<file path="config.mk">
export PLATFORM = sky130hd
export DESIGN_NAME = bitmap_block_allocator_next_fit
export DESIGN_NICKNAME = d
export VERILOG_FILES = /design/src/rtl/bbanf_pkg.sv /design/src/rtl/bitmap_block_allocator_next_fit.sv /design/src/rtl/bbanf_map_mem.sv /design/src/rtl/bbanf_scan_unit.sv
export VERILOG_INCLUDE_DIRS = /design/src /design/src/rtl
export SDC_FILE = /design/constraint.sdc
export NUM_CORES = 2
export LEC_CHECK = 0
export BUFFER_PORTS_ARGS = -buffer_cell sky130_fd_sc_hd__buf_2
export CORE_MARGIN = 2
export CORE_UTILIZATION = 40
export CTS_BUF_LIST = sky130_fd_sc_hd__clkbuf_8
export DETAILED_ROUTE_END_ITERATION = 16
export GPL_TIMING_DRIVEN = 0
export PLACE_DENSITY_LB_ADDON = 0.15
export SYNTH_ARGS = -nofsm -noshare
export SYNTH_HDL_FRONTEND = slang
export SYNTH_HIERARCHICAL = 1
export SYNTH_SLANG_ARGS = --single-unit
</file>
<file path="constraint.sdc">
create_clock -name clk -period 9.05 [get_ports clk]
set_clock_uncertainty 0.15 [all_clocks]
set_input_delay 0.905 -clock clk [delete_from_list [all_inputs] [get_ports clk]]
set_output_delay 0.905 -clock clk [all_outputs]
set_load 0.005 [all_outputs]
</file>
<file path="src/rtl/bitmap_block_allocator_next_fit_assert.svh">
// Assertion macros for the next-fit block allocator.
`ifndef BITMAP_BLOCK_ALLOCATOR_NEXT_FIT_ASSERT_SVH
`define BITMAP_BLOCK_ALLOCATOR_NEXT_FIT_ASSERT_SVH
`ifndef SYNTH
// Same-cycle implication, checked out of reset.
`define BBANF_ASSERT_IMPL(lbl, ck, rn, ante, cons, msg) \
	lbl: assert property (@(posedge ck) disable iff (!rn) (ante) |-> (cons)) \
		else $error(msg);
// Next-cycle implication, checked out of reset.
`define BBANF_ASSERT_NEXT(lbl, ck, rn, ante, cons, msg) \
	lbl: assert property (@(posedge ck) disable iff (!rn) (ante) |=> (cons)) \
		else $error(msg);
`else
`define BBANF_ASSERT_IMPL(lbl, ck, rn, ante, cons, msg)
`define BBANF_ASSERT_NEXT(lbl, ck, rn, ante, cons, msg)
`endif
`endif

</file>
<file path="src/rtl/bbanf_pkg.sv">
// Shared constants, types and codes of the next-fit block allocator.
package bbanf_pkg;

	localparam int NUM_BLOCKS    = 1024;
	localparam int BLK_W         = 10;
	localparam int MAP_WORD_BITS = 32;
	localparam int BIT_W         = 5;
	localparam int MAP_WORDS     = NUM_BLOCKS / MAP_WORD_BITS;
	localparam int WADDR_W       = 5;
	localparam int CNT_W         = 11;
	localparam int STEP_W        = 6;
	// Step index of the final pass over the first word (wrap-around part)
	localparam int LAST_STEP     = MAP_WORDS;
	localparam int OP_W          = 2;
	localparam int ST_W          = 2;
	localparam int S_TDATA_W     = 16;
	localparam int M_TDATA_W     = 24;
	localparam int M_PAD_W       = M_TDATA_W - CNT_W - BLK_W;

	typedef logic [BLK_W-1:0]         blk_t;
	typedef logic [MAP_WORD_BITS-1:0] word_t;
	typedef logic [WADDR_W-1:0]       waddr_t;
	typedef logic [BIT_W-1:0]         bitpos_t;
	typedef logic [CNT_W-1:0]         count_t;
	typedef logic [STEP_W-1:0]        step_t;

	typedef enum logic [OP_W-1:0] {
		OP_ALLOC = 2'd0,
		OP_FREE  = 2'd1,
		OP_CLEAR = 2'd2
	} op_t;

	typedef enum logic [ST_W-1:0] {
		ST_OK      = 2'd0,
		ST_FULL    = 2'd1,
		ST_BADFREE = 2'd2
	} status_t;

	typedef enum logic [1:0] {
		S_IDLE,
		S_SCAN,
		S_FREE_CHK,
		S_RESP
	} state_t;

	// Request to the allocation map store
	typedef struct packed {
		logic   rd_en;
		waddr_t rd_addr;
		logic   wr_en;
		waddr_t wr_addr;
		word_t  wr_data;
		logic   clr;
	} map_req_t;

	// One map word to be searched for a free, unreserved block
	typedef struct packed {
		word_t   data;
		waddr_t  addr;
		bitpos_t lo_bit;
		logic    hi_en;
		bitpos_t hi_bit;
		blk_t    reserved;
	} scan_req_t;

	typedef struct packed {
		logic    found;
		bitpos_t pos;
	} scan_rsp_t;

endpackage

</file>
<file path="src/rtl/bitmap_block_allocator_next_fit.sv">
// Top level of the next-fit bitmap block allocator.
//
// Keeps a 1024-block allocation map as 32 words of 32 bits in a single-port-read
// store, plus a free-block count. Blocks below reserved_blocks are never handed
// out; writing that register clears the map. Allocate searches from the block
// after the hint, wrapping round, one map word per cycle through one shared
// search unit: up to 33 word reads (the first word is visited again for the
// blocks below the hint). Free reads one word and, if the block was in use,
// writes it back with the block cleared; a free inside the reserved region,
// clear and the unused operation code read no word. One item is in work at a
// time; the input is ready again once the result has moved to the output
// register, and a stalled output holds it back.
// Reset and clear take effect at once, with no clearing pass over the store.
// s_axis_tdata holds block_index, s_axis_tuser holds operation; m_axis_tdata
// holds result_block then free_count, m_axis_tuser holds status.
`include "bitmap_block_allocator_next_fit_assert.svh"

module bitmap_block_allocator_next_fit (
	input  logic                            clk,
	input  logic                            arst_n,
	input  logic                            cfg_wr_en,
	input  logic [bbanf_pkg::BLK_W-1:0]     cfg_wr_data,     // reserved_blocks
	input  logic                            s_axis_tvalid,
	output logic                            s_axis_tready,
	input  logic [bbanf_pkg::S_TDATA_W-1:0] s_axis_tdata,    // [9:0] block_index
	input  logic [bbanf_pkg::OP_W-1:0]      s_axis_tuser,    // [1:0] operation
	output logic                            m_axis_tvalid,
	input  logic                            m_axis_tready,
	output logic [bbanf_pkg::M_TDATA_W-1:0] m_axis_tdata,    // [9:0] result_block, [20:10] free_count
	output logic [bbanf_pkg::ST_W-1:0]      m_axis_tuser     // [1:0] status
);

	bbanf_pkg::state_t    state_q, state_d;
	bbanf_pkg::blk_t      res_q;
	bbanf_pkg::count_t    free_q;
	bbanf_pkg::waddr_t    w0_q;
	bbanf_pkg::bitpos_t   b0_q;
	bbanf_pkg::blk_t      idx_q;
	bbanf_pkg::step_t     issue_step_q;
	bbanf_pkg::step_t     chk_step_s1;
	logic                 chk_vld_s1;
	bbanf_pkg::blk_t      pend_blk_q;
	bbanf_pkg::status_t   pend_st_q;
	logic                 m_vld_q;
	bbanf_pkg::blk_t      out_blk_q;
	bbanf_pkg::status_t   out_st_q;
	bbanf_pkg::count_t    out_free_q;

	bbanf_pkg::map_req_t  map_req;
	bbanf_pkg::word_t     rd_data;
	bbanf_pkg::scan_req_t scan_req;
	bbanf_pkg::scan_rsp_t scan_rsp;

	logic                 accept;
	bbanf_pkg::op_t       op_in;
	bbanf_pkg::blk_t      in_blk;
	bbanf_pkg::blk_t      start_blk;
	bbanf_pkg::waddr_t    issue_word;
	bbanf_pkg::waddr_t    chk_word;
	logic                 issue_more;
	logic                 scan_hit;
	logic                 scan_miss;
	logic                 free_bit;
	logic                 out_free;

	bbanf_map_mem u_map (
		.clk     (clk),
		.arst_n  (arst_n),
		.req     (map_req),
		.rd_data (rd_data)
	);

	bbanf_scan_unit u_scan (
		.req (scan_req),
		.rsp (scan_rsp)
	);

	// Decode the input item and the scan position
	always_comb begin
		s_axis_tready = (state_q == bbanf_pkg::S_IDLE);
		accept        = s_axis_tvalid && s_axis_tready;
		op_in         = bbanf_pkg::op_t'(s_axis_tuser);
		in_blk        = s_axis_tdata[bbanf_pkg::BLK_W-1:0];
		start_blk     = in_blk + bbanf_pkg::BLK_W'(1);
		issue_word    = w0_q + issue_step_q[bbanf_pkg::WADDR_W-1:0];
		chk_word      = w0_q + chk_step_s1[bbanf_pkg::WADDR_W-1:0];
		issue_more    = (issue_step_q <= bbanf_pkg::STEP_W'(bbanf_pkg::LAST_STEP));
		out_free      = !m_vld_q || m_axis_tready;
		free_bit      = rd_data[idx_q[bbanf_pkg::BIT_W-1:0]];

		scan_req.data     = rd_data;
		scan_req.addr     = chk_word;
		scan_req.lo_bit   = (chk_step_s1 == '0) ? b0_q : '0;
		scan_req.hi_en    = (chk_step_s1 == bbanf_pkg::STEP_W'(bbanf_pkg::LAST_STEP));
		scan_req.hi_bit   = b0_q;
		scan_req.reserved = res_q;

		scan_hit  = (state_q == bbanf_pkg::S_SCAN) && chk_vld_s1 && scan_rsp.found;
		scan_miss = (state_q == bbanf_pkg::S_SCAN) && chk_vld_s1 && !scan_rsp.found
			&& scan_req.hi_en;
	end

	// Sequence the map accesses and pick the next state
	always_comb begin
		state_d         = state_q;
		map_req         = '0;
		map_req.clr     = cfg_wr_en;
		unique case (state_q)
			bbanf_pkg::S_IDLE: begin
				if (accept) begin
					unique case (op_in)
						bbanf_pkg::OP_ALLOC: begin
							map_req.rd_en   = 1'b1;
							map_req.rd_addr = start_blk[bbanf_pkg::BLK_W-1:bbanf_pkg::BIT_W];
							state_d         = bbanf_pkg::S_SCAN;
						end
						bbanf_pkg::OP_FREE: begin
							if (in_blk < res_q) begin
								state_d = bbanf_pkg::S_RESP;
							end else begin
								map_req.rd_en   = 1'b1;
								map_req.rd_addr = in_blk[bbanf_pkg::BLK_W-1:bbanf_pkg::BIT_W];
								state_d         = bbanf_pkg::S_FREE_CHK;
							end
						end
						bbanf_pkg::OP_CLEAR: begin
							map_req.clr = 1'b1;
							state_d     = bbanf_pkg::S_RESP;
						end
						default: begin
							state_d = bbanf_pkg::S_RESP;
						end
					endcase
				end
			end
			bbanf_pkg::S_SCAN: begin
				if (issue_more) begin
					map_req.rd_en   = 1'b1;
					map_req.rd_addr = issue_word;
				end
				if (scan_hit) begin
					map_req.wr_en   = 1'b1;
					map_req.wr_addr = chk_word;
					map_req.wr_data = rd_data | (bbanf_pkg::word_t'(1) << scan_rsp.pos);
					state_d         = bbanf_pkg::S_RESP;
				end else if (scan_miss) begin
					state_d = bbanf_pkg::S_RESP;
				end
			end
			bbanf_pkg::S_FREE_CHK: begin
				if (free_bit) begin
					map_req.wr_en   = 1'b1;
					map_req.wr_addr = idx_q[bbanf_pkg::BLK_W-1:bbanf_pkg::BIT_W];
					map_req.wr_data = rd_data
						& ~(bbanf_pkg::word_t'(1) << idx_q[bbanf_pkg::BIT_W-1:0]);
				end
				state_d = bbanf_pkg::S_RESP;
			end
			bbanf_pkg::S_RESP: begin
				if (out_free) begin
					state_d = bbanf_pkg::S_IDLE;
				end
			end
			default: begin
				state_d = bbanf_pkg::S_IDLE;
			end
		endcase
	end

	// Control registers: state, register, free count, scan steps, output valid
	always_ff @(posedge clk or negedge arst_n) begin
		if (!arst_n) begin
			state_q      <= bbanf_pkg::S_IDLE;
			res_q        <= '0;
			free_q       <= bbanf_pkg::count_t'(bbanf_pkg::NUM_BLOCKS);
			issue_step_q <= '0;
			chk_vld_s1   <= 1'b0;
			m_vld_q      <= 1'b0;
		end else begin
			state_q <= state_d;
			if (cfg_wr_en) begin
				res_q  <= cfg_wr_data;
				free_q <= bbanf_pkg::count_t'(bbanf_pkg::NUM_BLOCKS)
					- bbanf_pkg::count_t'(cfg_wr_data);
			end
			if (accept) begin
				issue_step_q <= bbanf_pkg::STEP_W'(1);
				chk_vld_s1   <= (op_in == bbanf_pkg::OP_ALLOC);
				if (op_in == bbanf_pkg::OP_CLEAR) begin
					free_q <= bbanf_pkg::count_t'(bbanf_pkg::NUM_BLOCKS)
						- bbanf_pkg::count_t'(res_q);
				end
			end
			if (state_q == bbanf_pkg::S_SCAN) begin
				chk_vld_s1 <= issue_more;
				if (issue_more) begin
					issue_step_q <= issue_step_q + bbanf_pkg::STEP_W'(1);
				end
			end
			if (scan_hit && (free_q != '0)) begin
				free_q <= free_q - bbanf_pkg::count_t'(1);
			end
			if ((state_q == bbanf_pkg::S_FREE_CHK) && free_bit) begin
				free_q <= free_q + bbanf_pkg::count_t'(1);
			end
			if ((state_q == bbanf_pkg::S_RESP) && out_free) begin
				m_vld_q <= 1'b1;
			end else if (m_axis_tready) begin
				m_vld_q <= 1'b0;
			end
		end
	end

	// Payload registers: scan start, free target, pending and output result
	always_ff @(posedge clk) begin
		if (accept) begin
			w0_q       <= start_blk[bbanf_pkg::BLK_W-1:bbanf_pkg::BIT_W];
			b0_q       <= start_blk[bbanf_pkg::BIT_W-1:0];
			idx_q      <= in_blk;
			pend_blk_q <= '0;
			pend_st_q  <= ((op_in == bbanf_pkg::OP_FREE) && (in_blk < res_q))
				? bbanf_pkg::ST_BADFREE : bbanf_pkg::ST_OK;
		end
		if (state_q == bbanf_pkg::S_SCAN) begin
			chk_step_s1 <= issue_step_q;
		end else begin
			chk_step_s1 <= '0;
		end
		if (scan_hit) begin
			pend_blk_q <= {chk_word, scan_rsp.pos};
		end
		if (scan_miss) begin
			pend_st_q <= bbanf_pkg::ST_FULL;
		end
		if ((state_q == bbanf_pkg::S_FREE_CHK) && !free_bit) begin
			pend_st_q <= bbanf_pkg::ST_BADFREE;
		end
		if ((state_q == bbanf_pkg::S_RESP) && out_free) begin
			out_blk_q  <= pend_blk_q;
			out_st_q   <= pend_st_q;
			out_free_q <= free_q;
		end
	end

	assign m_axis_tvalid = m_vld_q;
	assign m_axis_tdata  = {{bbanf_pkg::M_PAD_W{1'b0}}, out_free_q, out_blk_q};
	assign m_axis_tuser  = out_st_q;

	// Free count never exceeds the unreserved blocks
	`BBANF_ASSERT_IMPL(a_free_bound, clk, arst_n, 1'b1, free_q <= (bbanf_pkg::count_t'(bbanf_pkg::NUM_BLOCKS) - bbanf_pkg::count_t'(res_q)), "free count above unreserved blocks")
	// A full report carries block zero and an empty count
	`BBANF_ASSERT_IMPL(a_full_result, clk, arst_n, m_vld_q && (out_st_q == bbanf_pkg::ST_FULL), (out_blk_q == '0) && (out_free_q == '0), "full report with blocks left")
	// Map writes only from the scan or free check
	`BBANF_ASSERT_IMPL(a_wr_state, clk, arst_n, map_req.wr_en, (state_q == bbanf_pkg::S_SCAN) || (state_q == bbanf_pkg::S_FREE_CHK), "map write outside scan or free")
	// Busy after taking an item
	`BBANF_ASSERT_NEXT(a_busy, clk, arst_n, accept, !s_axis_tready, "ready straight after accept")

endmodule

</file>
<file path="src/rtl/bbanf_map_mem.sv">
// Allocation map store: one word per row, registered read, per-row valid bits.
module bbanf_map_mem (
	input  logic                clk,
	input  logic                arst_n,
	input  bbanf_pkg::map_req_t req,
	output bbanf_pkg::word_t    rd_data
);

	bbanf_pkg::word_t                   mem_q [bbanf_pkg::MAP_WORDS];
	logic [bbanf_pkg::MAP_WORDS-1:0]    row_vld_q;
	bbanf_pkg::word_t                   rd_word_q;
	logic                               rd_vld_q;

	// Write and read the word array
	always_ff @(posedge clk) begin
		if (req.wr_en) begin
			mem_q[req.wr_addr] <= req.wr_data;
		end
		if (req.rd_en) begin
			rd_word_q <= mem_q[req.rd_addr];
		end
	end

	// Track written rows; a clear drops them all at once
	always_ff @(posedge clk or negedge arst_n) begin
		if (!arst_n) begin
			row_vld_q <= '0;
			rd_vld_q  <= 1'b0;
		end else begin
			if (req.clr) begin
				row_vld_q <= '0;
			end else if (req.wr_en) begin
				row_vld_q[req.wr_addr] <= 1'b1;
			end
			if (req.rd_en) begin
				rd_vld_q <= row_vld_q[req.rd_addr];
			end
		end
	end

	// An unwritten row reads as all free
	assign rd_data = rd_vld_q ? rd_word_q : '0;

endmodule

</file>
<file path="src/rtl/bbanf_scan_unit.sv">
// Shared word search: masks one map word and finds its lowest free data block.
module bbanf_scan_unit (
	input  bbanf_pkg::scan_req_t req,
	output bbanf_pkg::scan_rsp_t rsp
);

	logic [bbanf_pkg::MAP_WORD_BITS-1:0] elig;
	bbanf_pkg::waddr_t                   res_word;
	bbanf_pkg::bitpos_t                  res_bit;
	bbanf_pkg::bitpos_t                  bit_idx;

	// Mark free bits inside the window and above the reserved region
	always_comb begin
		res_word = req.reserved[bbanf_pkg::BLK_W-1:bbanf_pkg::BIT_W];
		res_bit  = req.reserved[bbanf_pkg::BIT_W-1:0];
		bit_idx  = '0;
		for (int i = 0; i < bbanf_pkg::MAP_WORD_BITS; i++) begin
			bit_idx = bbanf_pkg::BIT_W'(i);
			elig[i] = !req.data[i]
				&& (bit_idx >= req.lo_bit)
				&& (!req.hi_en || (bit_idx < req.hi_bit))
				&& ((req.addr > res_word) || ((req.addr == res_word) && (bit_idx >= res_bit)));
		end
	end

	// Pick the lowest eligible bit
	always_comb begin
		rsp.found = |elig;
		rsp.pos   = '0;
		for (int i = bbanf_pkg::MAP_WORD_BITS - 1; i >= 0; i--) begin
			if (elig[i]) begin
				rsp.pos = bbanf_pkg::BIT_W'(i);
			end
		end
	end

endmodule
</file>
==> run metrics <==
status finished clean; DRC 0; die area about 130000 sq um; measured slew at the worst slew-check pin ~1.3 ns; Yosys cell types 94; Design Power ~18000 uW; final period utilization 0.9372; CTS tree built; CTS H-tree lvls 4; Min-Delay Path Class in -> reg; initial antenna violation count 5; Seq/Total Area, Yosys 0.7046; RSZ-0062 raised after global routing no; fmax 117.9 MHz; CTS Sinks ~1200; post-route cell area 56860 sq um; vias per inst around 5.7; kind of critical path reg -> reg; CTS buffer count a little under 200; DRT iter0 DRCs between 2000 and 3000; all-layer global routing usage 0.2227; total grt overflow 0; Setup TNS Final 0 ns; Post-DRT Antenna Nets 0; CTS clk-pin slew, worst paths 0.06 ns; Vias 27380; final setup fails 0; PostCTS Resize Cnt 0; Placed Area approximately 53000 sq um; Hold Vio Cnt, Final 0; most common cell after layout, fill and taps aside edfxtp_1; Slew Viols, Final 0; Worst Path Required approximately 9.5 ns; Mapped Cells approximately 2700; fin cells just under 5000; vias in the first global route 28620; largest net degree at the start of global routing 64; worst relative slew slack 0.1193; Worst setup SP type flip-flop; minimum clock period roughly 8.5 ns; RD Place Congestion 0.8676; Area Growth Syn to Fin 14.27%; port bufs 50; Crit Path Max Fanout 18; CTS Buffer Depth 3; layout cells sized above 1 0.2615; Die H about 360 um; Post-Syn Area about 50000 sq um; chip width approximately 360 um; nets 3066; P per Cell Area ~320 nW/um^2; Avg Inst Size Synth between 15 and 20 sq um; most frequent cells in the layout edfxtp_1, mux4_2, clkbuf_8; Synth Flop Type edfxtp_1; Yosys reg bits approximately 1200; TritonRoute pass-1 iters 5; Std-Cell Rows between 100 and 150; wire per inst ~29 um; Worst Setup End Kind flip-flop; routed wire length ~140000 um; effective utilization at floorplan 0.4025; YS warnings 6; Pleak 0.01852 uW; R2R Setup Slk around 0.57 ns; peak supply drop 163.4 uV; crit path DAT 8.91 ns; MaxCap Viol Count 0; root buf cell clkbuf_8; I/O pin cnt 61; core area 123600 sq um; Min Hold Slack 0.1052 ns; Async S/R FF share, synth 0.05419; HPWL after detailed placement roughly 94000 um; Clk Latency, worst-skew pair roughly 0.94 ns; EDFF count, synth around 1100; first-pass GRT wire length 201500 um; DP Cell Count approximately 4400
[layer usage]
metal / track usage / wire length [um] / up-vias
li1: - / - / 11700
met1: 0.2980 / 59560 / 14510
met2: 0.3708 / 69350 / 963
met3: 0.04440 / 8390 / 211
met4: 0.06353 / 3385 / 0
met5: 0 / 0 / -
[cell families (layout without fill, tap and decap cells)]
family | Yosys count | in the layout | share of synthesized area
AO/OA/AOI/OAI | 350 | 350 | 0.04664
XOR/XNOR | 37 | 37 | 0.006512
adder cells (fa/ha/maj) | 36 | 36 | 0.009353
buffers and inverters | 186 | 636 | 0.01735
flip-flops | 1181 | 1181 | 0.7046
multiplexers | 394 | 394 | 0.1607
other | 1 | 10 | 0.00007536
AND/OR/NAND/NOR | 526 | 526 | 0.05474
[timing repair]
action | CTS | global route
hold buffers | 1 | 0
buffers inserted | 0 | 0
hold endpoints to repair | 63 | 0
[state kept, by name, indices dropped and copies added (netlist names), 5 cells and up]
register and cells:
chk_step_s1 6, w0_q 5, u_map/mem_q 1024, out_free_q 11, b0_q 5, free_q 11
u_map/rd_word_q 32, issue_step_q 6, pend_blk_q 10, res_q 10, idx_q 10, u_map/row_vld_q 32
out_blk_q 10
[Yosys cell counts, types with 22 or more instances]
library cell / instances / share of area
edfxtp_1: 1109 / 0.67
mux4_2: 320 / 0.14
nor2_1: 161 / 0.012
and2_1: 97 / 0.012
a21oi_1: 89 / 0.0090
clkbuf_1: 79 / 0.0060
nand2_1: 74 / 0.0056
o21ai_0: 70 / 0.0070
dfrtp_1: 63 / 0.032
buf_2: 44 / 0.0044
nand3_1: 40 / 0.0040
inv_1: 38 / 0.0029
mux2i_1: 38 / 0.0076
o22ai_1: 35 / 0.0044
ha_1: 34 / 0.0085
mux2_2: 34 / 0.0077
nor3_1: 26 / 0.0026
xnor2_1: 22 / 0.0039
[final cells by class]
class | instances | area (sq um)
Fill cell | 10770 | 66770
Sequential cell | 1181 | 35060
Multi-Input combinational cell | 1346 | 14090
Clock buffer | 207 | 2849
Tap cell | 1637 | 2048
Timing Repair Buffer | 87 | 1028
Clock inverter | 156 | 903.4
Buffer | 148 | 720.7
Inverter | 38 | 142.6
Antenna cell | 7 | 17.52
[per-stage QoR]
step           setup slack (ns)  utilization
3_3_place_gp             -1.485       0.4211
4_1_cts                  0.5736       0.4598
6_report                 0.5680       0.4599
3_5_place_dp             0.6524       0.4293
5_1_grt                  0.1699       0.4598
2_1_floorplan             2.302            -
[power breakdown]
group / internal (uW) / switching [uW]
clock: 2330 / 2160
combinational: 2580 / 4170
sequential: 6740 / 159
[critical path, stage by stage, from the launching register on]
cell,delay (ns)
edfxtp_1,0.41
ha_1,0.25
fa_1,0.40
a21o_1,0.19
a21oi_1,0.16
xnor2_1,0.18
ha_1,0.32
a21oi_1,0.34
and2_1,0.19
a21boi_1,0.68
o32ai_1,0.31
nand3b_1,0.28
nand3b_1,0.21
or3_1,0.44
and3_1,0.33
clkbuf_1,0.29
and2_1,0.27
a31oi_1,0.43
nor2b_1,0.18
nand3b_1,0.76
nor2_4,1.02
buf_12,0.28
[final timing paths]
path,from,endpoint,cells after the start
max,w0_q[0]$_DFFE_PP_,u_map/mem_q[29][4]$_DFFE_PP_,21
min,cfg_wr_data[4],res_q[4]$_DFFE_PN0P_,3
max reg2reg,w0_q[0]$_DFFE_PP_,u_map/mem_q[29][4]$_DFFE_PP_,21
min reg2reg,pend_blk_q[5]$_SDFFCE_PN0P_,out_blk_q[5]$_DFFE_PP_,0
max in group asynchronous,arst_n,u_map/row_vld_q[22]$_DFFE_PN0P_,3
min in group asynchronous,arst_n,free_q[0]$_DFF_PN0_,2
No activity file was read; power rests on OpenSTA's default activity.
